[src/design/rfnd_pkg.sv]
package rfnd_pkg;

    localparam int NameLength = 8;
    localparam int CharWidth  = 8;
    localparam int NameWidth  = NameLength * CharWidth;
    localparam int FreqWidth  = 19;
    localparam int ChanWidth  = 10;
    localparam int StepWidth  = 8;
    localparam int BaseWidth  = 17;
    localparam int OutWidth   = 104;

    localparam logic [CharWidth-1:0] CharSpace = 8'h20;

    localparam logic [1:0] CfgBandSelect    = 2'd0;
    localparam logic [1:0] CfgSpacingSelect = 2'd1;

    localparam logic OpSnapshot  = 1'b0;
    localparam logic OpTuneStart = 1'b1;

    // name update request from the status decode to the name store
    typedef struct packed {
        logic        tune_start;
        logic        take;
        logic [1:0]  segment;
        logic [15:0] text;
    } name_req_t;

    function automatic logic [BaseWidth-1:0] band_base(input logic [1:0] band);
        logic [BaseWidth-1:0] base;
        unique case (band)
            2'd0:    base = 17'd87000;
            2'd1:    base = 17'd76000;
            2'd2:    base = 17'd76000;
            default: base = 17'd65000;
        endcase
        return base;
    endfunction

    function automatic logic [StepWidth-1:0] chan_step(input logic [1:0] spacing);
        logic [StepWidth-1:0] step;
        unique case (spacing)
            2'd0:    step = 8'd100;
            2'd1:    step = 8'd200;
            2'd2:    step = 8'd50;
            default: step = 8'd25;
        endcase
        return step;
    endfunction

endpackage

[src/design/fm_tuner_status_rds_name_decoder_core.sv]
// FM tuner status and RDS program service name decoder.
//
// Input channel s_*: one item per status snapshot or tune/seek start event.
// s_tuser carries the opcode, s_tdata the four status and RDS words.
// Output channel m_*: one result item per input item, in order.
// Configuration channel cfg_*: band and channel spacing registers, always
// ready; write them only while no item is in flight.
//
// An item is captured in an input register, decoded in one pass (a small
// constant-step multiply for the frequency and per-entry name compares)
// and stored in the output register, from which the result is offered on m_*.
// One item per cycle is sustained while the receiver keeps m_tready high.
// When the receiver stalls, the output register holds its result and the
// input register takes one more item; then s_tready drops until m_tready.
// Reset empties both registers, clears the tuning flag, held error count
// and candidate characters, and sets the name to eight spaces.
module fm_tuner_status_rds_name_decoder_core
    import rfnd_pkg::*;
(
    input  logic                clk,
    input  logic                rst_n,
    // opcode
    input  logic [0:0]          s_tuser,
    // status_word_a, status_word_b, rds_group_word, rds_text_word
    input  logic [63:0]         s_tdata,
    input  logic                s_tvalid,
    output logic                s_tready,
    // rds_ready, still_tuning, seek_failed, block_e_present, is_stereo,
    // frequency_khz, signal_strength, on_station, rds_errors, name_valid,
    // station_name, actions, one zero pad bit
    output logic [OutWidth-1:0] m_tdata,
    output logic                m_tvalid,
    input  logic                m_tready,
    input  logic                cfg_valid,
    output logic                cfg_ready,
    input  logic [1:0]          cfg_index,
    input  logic [1:0]          cfg_data
);

    logic        in_valid_reg;
    logic        in_op_reg;
    logic [15:0] in_a_reg;
    logic [15:0] in_b_reg;
    logic [15:0] in_grp_reg;
    logic [15:0] in_txt_reg;

    logic                out_valid_reg;
    logic [OutWidth-1:0] out_data_reg;
    logic [OutWidth-1:0] out_data_next;

    logic [1:0] band_reg;
    logic [1:0] spacing_reg;
    logic       tuning_reg;
    logic       tuning_next;
    logic [3:0] errors_reg;
    logic [3:0] errors_next;

    logic advance;

    logic                 rdy;
    logic                 done;
    logic [FreqWidth-1:0] freq;
    logic [NameWidth-1:0] name_next;
    logic                 seen_next;
    logic [1:0]           act;
    name_req_t            req;

    assign advance   = in_valid_reg && (!out_valid_reg || m_tready);
    assign s_tready  = !in_valid_reg || advance;
    assign cfg_ready = 1'b1;
    assign m_tvalid  = out_valid_reg;
    assign m_tdata   = out_data_reg;

    assign rdy  = in_a_reg[15];
    assign done = in_a_reg[14];

    rfnd_freq u_freq (
        .band_select    (band_reg),
        .spacing_select (spacing_reg),
        .channel        (in_a_reg[ChanWidth-1:0]),
        .frequency_khz  (freq)
    );

    always_comb
    begin
        req.tune_start = (in_op_reg == OpTuneStart);
        req.take       = (in_op_reg == OpSnapshot) && rdy && !in_b_reg[4]
                       && (in_grp_reg[15:12] == 4'd0);
        req.segment    = in_grp_reg[1:0];
        req.text       = in_txt_reg;
    end

    rfnd_name u_name (
        .clk       (clk),
        .rst_n     (rst_n),
        .en        (advance),
        .req       (req),
        .name_next (name_next),
        .seen_next (seen_next)
    );

    always_comb
    begin
        errors_next   = errors_reg;
        tuning_next   = tuning_reg;
        act           = 2'b00;
        out_data_next = '0;
        if (in_op_reg == OpTuneStart)
        begin
            tuning_next           = 1'b1;
            out_data_next[1]      = 1'b1;
            out_data_next[35:32]  = errors_reg;
            out_data_next[100:37] = name_next;
        end
        else
        begin
            tuning_next = !done;
            if (rdy)
            begin
                errors_next = in_b_reg[3:0];
            end
            act[0] = rdy;
            act[1] = tuning_reg && done;
            out_data_next[0]      = rdy;
            out_data_next[1]      = !done;
            out_data_next[2]      = in_a_reg[13];
            out_data_next[3]      = in_a_reg[11];
            out_data_next[4]      = in_a_reg[10];
            out_data_next[23:5]   = freq;
            out_data_next[30:24]  = in_b_reg[15:9];
            out_data_next[31]     = in_b_reg[8];
            out_data_next[35:32]  = errors_next;
            out_data_next[36]     = seen_next;
            out_data_next[100:37] = name_next;
            out_data_next[102:101] = act;
        end
    end

    always_ff @(posedge clk or negedge rst_n)
    begin
        if (!rst_n)
        begin
            band_reg    <= 2'd0;
            spacing_reg <= 2'd0;
        end
        else if (cfg_valid && cfg_ready)
        begin
            unique case (cfg_index)
                CfgBandSelect:    band_reg    <= cfg_data;
                CfgSpacingSelect: spacing_reg <= cfg_data;
                default:          ;
            endcase
        end
    end

    always_ff @(posedge clk or negedge rst_n)
    begin
        if (!rst_n)
        begin
            in_valid_reg <= 1'b0;
        end
        else if (s_tready)
        begin
            in_valid_reg <= s_tvalid;
        end
    end

    // payload of the input register, no reset needed
    always_ff @(posedge clk)
    begin
        if (s_tvalid && s_tready)
        begin
            in_op_reg  <= s_tuser[0];
            in_a_reg   <= s_tdata[15:0];
            in_b_reg   <= s_tdata[31:16];
            in_grp_reg <= s_tdata[47:32];
            in_txt_reg <= s_tdata[63:48];
        end
    end

    always_ff @(posedge clk or negedge rst_n)
    begin
        if (!rst_n)
        begin
            out_valid_reg <= 1'b0;
            tuning_reg    <= 1'b0;
            errors_reg    <= 4'd0;
        end
        else
        begin
            if (advance)
            begin
                out_valid_reg <= 1'b1;
                tuning_reg    <= tuning_next;
                errors_reg    <= errors_next;
            end
            else if (m_tready)
            begin
                out_valid_reg <= 1'b0;
            end
        end
    end

    always_ff @(posedge clk)
    begin
        if (advance)
        begin
            out_data_reg <= out_data_next;
        end
    end

    // a full input stage behind a stalled result must not take an item
    assert property (@(posedge clk) disable iff (!rst_n)
        (in_valid_reg && out_valid_reg && !m_tready) |-> !s_tready)
        else $error("input accepted while both stages are blocked");

    // a tune start reports tuning and an unconfirmed name
    assert property (@(posedge clk) disable iff (!rst_n)
        (advance && in_op_reg == OpTuneStart) |=>
            (m_tdata[1] && !m_tdata[36] && m_tdata[102:101] == 2'b00))
        else $error("tune start result carries stale flags");

    // stop tune only goes out with tune complete
    assert property (@(posedge clk) disable iff (!rst_n)
        (m_tvalid && m_tdata[102]) |-> !m_tdata[1])
        else $error("stop tune without tune complete");

    // reported error count tracks the held count
    assert property (@(posedge clk) disable iff (!rst_n)
        m_tvalid |-> (m_tdata[35:32] == errors_reg))
        else $error("reported error count differs from held count");

endmodule

[src/design/rfnd_freq.sv]
module rfnd_freq
    import rfnd_pkg::*;
(
    input  logic [1:0]           band_select,
    input  logic [1:0]           spacing_select,
    input  logic [ChanWidth-1:0] channel,
    output logic [FreqWidth-1:0] frequency_khz
);

    logic [ChanWidth+StepWidth-1:0] offset;

    assign offset = channel * chan_step(spacing_select);

    assign frequency_khz = FreqWidth'(band_base(band_select))
                         + FreqWidth'(offset);

endmodule

[src/design/rfnd_name.sv]
module rfnd_name
    import rfnd_pkg::*;
(
    input  logic                 clk,
    input  logic                 rst_n,
    input  logic                 en,
    input  name_req_t            req,
    output logic [NameWidth-1:0] name_next,
    output logic                 seen_next
);

    logic [CharWidth-1:0] cand_reg [NameLength];
    logic [CharWidth-1:0] cand_next [NameLength];
    logic [CharWidth-1:0] conf_reg [NameLength];
    logic [CharWidth-1:0] conf_next [NameLength];
    logic                 seen_reg;

    // each entry compares against the character that would land on it
    always_comb
    begin
        logic [CharWidth-1:0] ch;
        logic                 hit;
        logic                 any_confirm;
        any_confirm = 1'b0;
        for (int i = 0; i < NameLength; i++)
        begin
            ch  = (i % 2 == 0) ? req.text[15:8] : req.text[7:0];
            hit = req.take && (req.segment == 2'(i / 2));
            cand_next[i] = cand_reg[i];
            conf_next[i] = conf_reg[i];
            if (req.tune_start)
            begin
                conf_next[i] = CharSpace;
            end
            else if (hit)
            begin
                if (cand_reg[i] == ch)
                begin
                    conf_next[i] = ch;
                    any_confirm  = 1'b1;
                end
                else
                begin
                    cand_next[i] = ch;
                end
            end
        end
        if (req.tune_start)
        begin
            seen_next = 1'b0;
        end
        else
        begin
            seen_next = seen_reg | any_confirm;
        end
    end

    // character 0 goes to the top byte
    always_comb
    begin
        for (int i = 0; i < NameLength; i++)
        begin
            name_next[NameWidth-1-i*CharWidth -: CharWidth] = conf_next[i];
        end
    end

    always_ff @(posedge clk or negedge rst_n)
    begin
        if (!rst_n)
        begin
            seen_reg <= 1'b0;
            for (int i = 0; i < NameLength; i++)
            begin
                cand_reg[i] <= '0;
                conf_reg[i] <= CharSpace;
            end
        end
        else if (en)
        begin
            seen_reg <= seen_next;
            for (int i = 0; i < NameLength; i++)
            begin
                cand_reg[i] <= cand_next[i];
                conf_reg[i] <= conf_next[i];
            end
        end
    end

endmodule

[config.mk]
export PLATFORM = sky130hd
export DESIGN_NAME = fm_tuner_status_rds_name_decoder_core
export DESIGN_NICKNAME = d
export VERILOG_FILES = /design/src/design/rfnd_pkg.sv /design/src/design/fm_tuner_status_rds_name_decoder_core.sv /design/src/design/rfnd_freq.sv /design/src/design/rfnd_name.sv
export SDC_FILE = /design/constraint.sdc
export NUM_CORES = 1
export LEC_CHECK = 0
export BUFFER_PORTS_ARGS = -buffer_cell sky130_fd_sc_hd__buf_2
export CAP_MARGIN = 20
export CORE_MARGIN = 2
export CORE_UTILIZATION = 53
export CTS_BUF_LIST = sky130_fd_sc_hd__clkbuf_16
export CTS_CLUSTER_DIAMETER = 100
export DETAILED_ROUTE_END_ITERATION = 10
export GPL_ROUTABILITY_DRIVEN = 0
export PLACE_DENSITY = 0.76
export SETUP_SLACK_MARGIN = 0.3
export SYNTH_ARGS = -nofsm -noshare
export SYNTH_HDL_FRONTEND = slang
export SYNTH_SLANG_ARGS = --single-unit
export TNS_END_PERCENT = 10
[constraint.sdc]
create_clock -name clk -period 5 [get_ports clk]
set_input_delay 0.75 -clock clk [delete_from_list [all_inputs] [get_ports clk]]
set_output_delay 0.75 -clock clk [all_outputs]
set_load 0.01 [all_outputs]
Yosys cells after proc, flatten, opt, wreduce, memory -nomap -nowiden. Index checks and enable logic that the tools add are counted.

Flip-flop bits (word level): 308. Input port bits: 74. Output and inout port bits: 107. Logic and storage cells: 147.

Add/subtract/negate cells: 1. Multiply operators: 1. Equality and inequality tests: 16. Muxes and demuxes: 56. Bitwise logic cells: 10. Reduce and logical (&&, ||, !) cells: 33.

Operators with widths (number): 2-to-1 mux 8 bit (24); equality test 8 bit (8); one-hot mux 17 bit (2 select lines) (1); AND reduction 4 bit (8); 2-to-1 mux 1 bit (28); one-hot mux 8 bit (3 select lines) (1); adder 17 x 18 -> 19 bit (1); multiplier 10 x 8 -> 18 bit (1); logical AND 1 bit (10); inverter 1 bit (9); equality test 2 x 1 -> 1 bit (second input constant) (4); equality test 2 bit (second input constant) (4); zero test 2 bit (4); 2-to-1 mux 4 bit (2); zero test 1 bit (4); zero test 4 bit (1); AND reduction 2 bit (2); logical OR 1 bit (2); nonzero test 2 bit (1); OR reduction 2 bit (1); bitwise OR 1 bit (1).

Depth between registers and ports, before layout.
Depth after elaboration: 30. Mapped depth: 21. Mapped depth without buffers: 20.

Hierarchy. From an unflattened synthesis, not the netlist that was laid out.

Cells, all modules: 1211. Area, all modules: 15070.7 um^2.

Modules (own cells, without submodules): rfnd_name (times used 1, cells each 625, area an instance 6701.4 um^2); fm_tuner_status_rds_name_decoder_core (times used 1, cells each 234, area an instance 5385.2 um^2); rfnd_freq (times used 1, cells each 352, area an instance 2984.1 um^2).

Least setup slack after synthesis. OpenSTA, ideal clock, no wires.

Path kind: in2reg. From: input port m_tready. To: register tuning_reg. Library setup time: 0.286 ns. Arrival time: 4.675 ns. Required time: 4.714 ns. Setup slack: 0.039 ns. Stages: 7. Buffers on the path: 3. Cell sequence: nand2b_1 > nand2_1 > buf_4 > clkbuf_1 > inv_1 > clkbuf_1 > a31oi_1.

Cells in the longest elaborated chain, start to end: 2.

Ends and longest elaborated chain: from (decl) (RTL line fm_tuner_status_rds_name_decoder_core.sv:33) `input logic m_tready,`; logical OR 1 bit (RTL line fm_tuner_status_rds_name_decoder_core.sv:68) `assign advance = in_valid_reg && (!out_valid_reg || m_tready);`; logical AND 1 bit (RTL line fm_tuner_status_rds_name_decoder_core.sv:68); via advance (RTL line fm_tuner_status_rds_name_decoder_core.sv:58) `logic advance;`; to (signal assigned) (RTL line fm_tuner_status_rds_name_decoder_core.sv:194) `tuning_reg <= tuning_next;`; to (decl) (RTL line fm_tuner_status_rds_name_decoder_core.sv:53) `logic tuning_reg;`.

The timed path passes the listed nets, and every way through them passes these cells. A chain may end at the register's enable or synchronous reset.

Worst setup path in the final report.
From: register spacing_reg[0]. To: register out_data_reg[23] (netlist: m_tdata[23]), data pin.

Cells in the longest elaborated chain, start to end: 4.

Ends and longest elaborated chain: from (decl) (RTL line fm_tuner_status_rds_name_decoder_core.sv:52) `logic [1:0] spacing_reg;`; from (signal assigned) (RTL line fm_tuner_status_rds_name_decoder_core.sv:150) `CfgSpacingSelect: spacing_reg <= cfg_data;`; equality test 2 bit, or another cell as far along (RTL line rfnd_pkg.sv:41) `unique case (spacing)`; one-hot mux 8 bit (3 select lines) (*) (RTL line rfnd_pkg.sv:41); multiplier 10 x 8 -> 18 bit (*) (RTL line rfnd_freq.sv:12) `assign offset = channel * chan_step(spacing_select);`; adder 17 x 18 -> 19 bit (*) (RTL line rfnd_freq.sv:15) `+ FreqWidth'(offset);`; to (signal assigned) (RTL line fm_tuner_status_rds_name_decoder_core.sv:208) `out_data_reg <= out_data_next;`; to (decl) (RTL line fm_tuner_status_rds_name_decoder_core.sv:48) `logic [OutWidth-1:0] out_data_reg;`.

Every way passes the cells marked *; elsewhere a longest branch is shown, timed or not.

==> summary.txt <==
Fin Hold WS - 0.3658 ns
Port bufs - 164
Total grt overflow - 0
Max reg flops - 102
TritonCTS Buffers - 31
Number of flops mapped to enable cells by yosys - 153
Crit path time final - 4.874 ns
P&R area growth vs syn - 16.69%
Synth top area share - 29.55%
Unrepaired setup endpoints after global routing - yes
Crit Path Category - register to register
Post-synth cell types - 63
Synth warn - 0
CTS root buf - clkbuf_16
Initial antenna violation count - 0
Area of the core - 28780 sq um
Least-Margin Pin Slew - 0.9563 ns
Outcome - complete, no violations
Tot Pwr - 9187 uW
Row cnt - 62
Relative slew slack - 36.25%
Max Cap Viol - 0
Final clock skew - 0.01056 ns
Wire per inst - 17.48 um
Die X - 175.3 um
Overall routed net length - 32680 um
Largest net degree at the start of global routing - 108
Ys flop type - edfxtp_1
# diodes - 0
FF-to-FF setup slack - 0.13 ns
First-pass GRT wire length - 53390 um
Leakage - 0.008456 uW
Number of remaining DRC errors - 0
DR iter-0 viols - 713
1st-pass router iterations - 6
DIE HEIGHT - 175.3 um
Clock Sinks - 293
Number of global-route vias before repair - 10470
Nets - 1635
Setup WS post-layout - 0.1259 ns
Syn Nets - 1452
Post-synthesis average cell area - 12.17 sq um
F_max - 205.2 MHz
Clk_lat worst skew - 0.56 ns
Most area-consuming cells after synthesis - edfxtp_1, dfrtp_1, fa_1, mux2_2, mux2i_1
Final Setup Violations - 0
Crit path DAT - 5.18 ns
Vias per cell - 5.447
Clock slew at reported path FFs - 0.06 ns
Via Count - 10190
Power density cells - 506.4 nW/um^2
Async SR Flop Fraction - 47.78%
Layout cell share with drive strength beyond 1 - 28.60%
CTS max path bufs - 3
Slew Limit Fails - 0
CTS tree - yes
Final Cycle Share - 97.48%
Antenna-violating nets left - 0
Initial core utilization - 54.03%
Critical Path Fanout Max - 8
Synthesis-stage register bit count - 293
Die footprint - 30720 sq um
CP startpoint kind - register
GR Util All Layers - 21.65%
Maximum VDD drop - 0.5949 mV
Setup crit end kind - register
Synth area leader - edfxtp_1
Post-Syn Area - 15550 sq um
Final Hold Vio Count - 0
H-tree levels - 1
Place WS - 0.02038 ns
Syn Inst Count - 1278
Worst Path Required - 5.30 ns
Register area share after synthesis - 52.14%
Detailed Place HPWL - 21520 um
Class of the worst hold path - primary input to register
IO Pins - 181
-- timing repair --
action / 4_1_cts / 5_1_grt
hold endpoints to repair: 0 / 11
setup endpoints to repair: 4 / 9
buffers inserted: 10 / 8
pin swaps: 21 / 15
gates resized for setup: 30 / 9
hold buffers: 0 / 1
-- logic make-up after synthesis --
logic type	after synthesis	share of synthesized area, %
xor+xnor	72	4.056
fa+ha+maj	100	10.99
buf+inv	169	4.764
compound gates	178	7.508
other cells	2	0.04830
flops	293	52.14
mux	130	8.932
simple gates	334	11.56
-- final timing paths --
| check | startpoint | to | cells after the start |
|---|---|---|---|
| min in group asynchronous | rst_n | u_name.conf_reg[60]$_DFFE_PN0P_ | 2 |
| worst min-delay path | s_tdata[27] | in_b_reg[11]$_DFFE_PP_ | 1 |
| worst max register to register | spacing_reg[0]$_DFFE_PN0P_ | m_tdata[23]$_SDFFCE_PP0P_ | 17 |
| worst min register to register | errors_reg[0]$_DFFE_PN0P_ | errors_reg[0]$_DFFE_PN0P_ | 2 |
| max in group asynchronous | rst_n | u_name.conf_reg[37]$_DFFE_PN1P_ | 4 |
| worst max-delay path | spacing_reg[0]$_DFFE_PN0P_ | m_tdata[23]$_SDFFCE_PP0P_ | 17 |
-- through the flow --
stage               utilization [%]  std cells  instance area [sq um]  setup TNS [ns]
finish                        63.04       1870                  18140               0
global route                  63.04       1870                  18140        -0.02448
CTS                           62.60       1860                  18020               0
detailed placement            58.45       1792                  16820               0
global placement              58.45       1792                  16820               0
floorplan                         -       1278                  15550               0
-- per-layer routing --
metal	GRT usage, %	up-vias	part of all wire (%)
li1	-	4746	-
met3	2.706	66	4.5
met5	0	-	0
met2	35.73	286	48
met1	30.19	5088	45
met4	6.667	0	2.5
-- final cells by class --
class,instances,area (sq um)
clock inverters,24,141.4
fillers,2195,10640
well taps,384,480.5
flip-flops and latches,293,8110
multi-input cells,816,6837
inverters,88,332.8
repair buffers,231,1391
clock buffers,34,850.8
-- report_power, final --
group	internal, uW	leakage, uW	switching [uW]	total, uW
clock	1270	0.000517	939	2210
sequential	2850	0.00339	129	2970
combinational	2000	0.00455	2010	4000
total	6110	0.00846	3070	9190
-- synthesized netlist by cell type (all sizes together), types with 33 or more instances --
cell,count
edfxtp,153
dfrtp,132
nand2,113
nor2,94
inv,88
mux2,70
o21ai,68
fa,61
a22oi,60
mux2i,60
xor2,50
clkbuf,48
ha,39
buf,33
-- critical path, stage by stage, from the launching register on --
cell and delay [ns]:
dfrtp_2 0.45, buf_4 0.15, buf_8 0.11, buf_4 0.15, and2_1 0.17, fa_1 0.38
inv_1 0.09, fa_1 0.45, fa_1 0.46, fa_1 0.54, inv_2 0.06, ha_4 0.22
nor2b_2 0.15, o31a_1 0.31, o2111ai_2 0.25, a31oi_2 0.14, a31oi_1 0.19, mux2_2 0.34
-- layout by cell type (no fill, tap or decap), types with 7 or more instances in the layout --
| master | n |
|---|---|
| buf_2 | 163 |
| edfxtp_1 | 153 |
| dfrtp_1 | 130 |
| nand2_1 | 112 |
| inv_1 | 87 |
| nor2_1 | 82 |
| mux2_2 | 69 |
| mux2i_1 | 60 |
| a22oi_1 | 60 |
| buf_4 | 58 |
| fa_1 | 56 |
| xor2_1 | 50 |
| o21ai_0 | 47 |
| ha_1 | 35 |
| clkbuf_16 | 34 |
| nor2b_1 | 25 |
| and2_1 | 24 |
| xnor2_1 | 22 |
| o21ai_1 | 21 |
| nand2b_1 | 15 |
| a21oi_1 | 10 |
| clkinv_2 | 9 |
| nor2_4 | 8 |
| dfstp_2 | 8 |
| inv_2 | 7 |
| nor3_1 | 7 |
No activity file was read; power rests on OpenSTA's default activity.
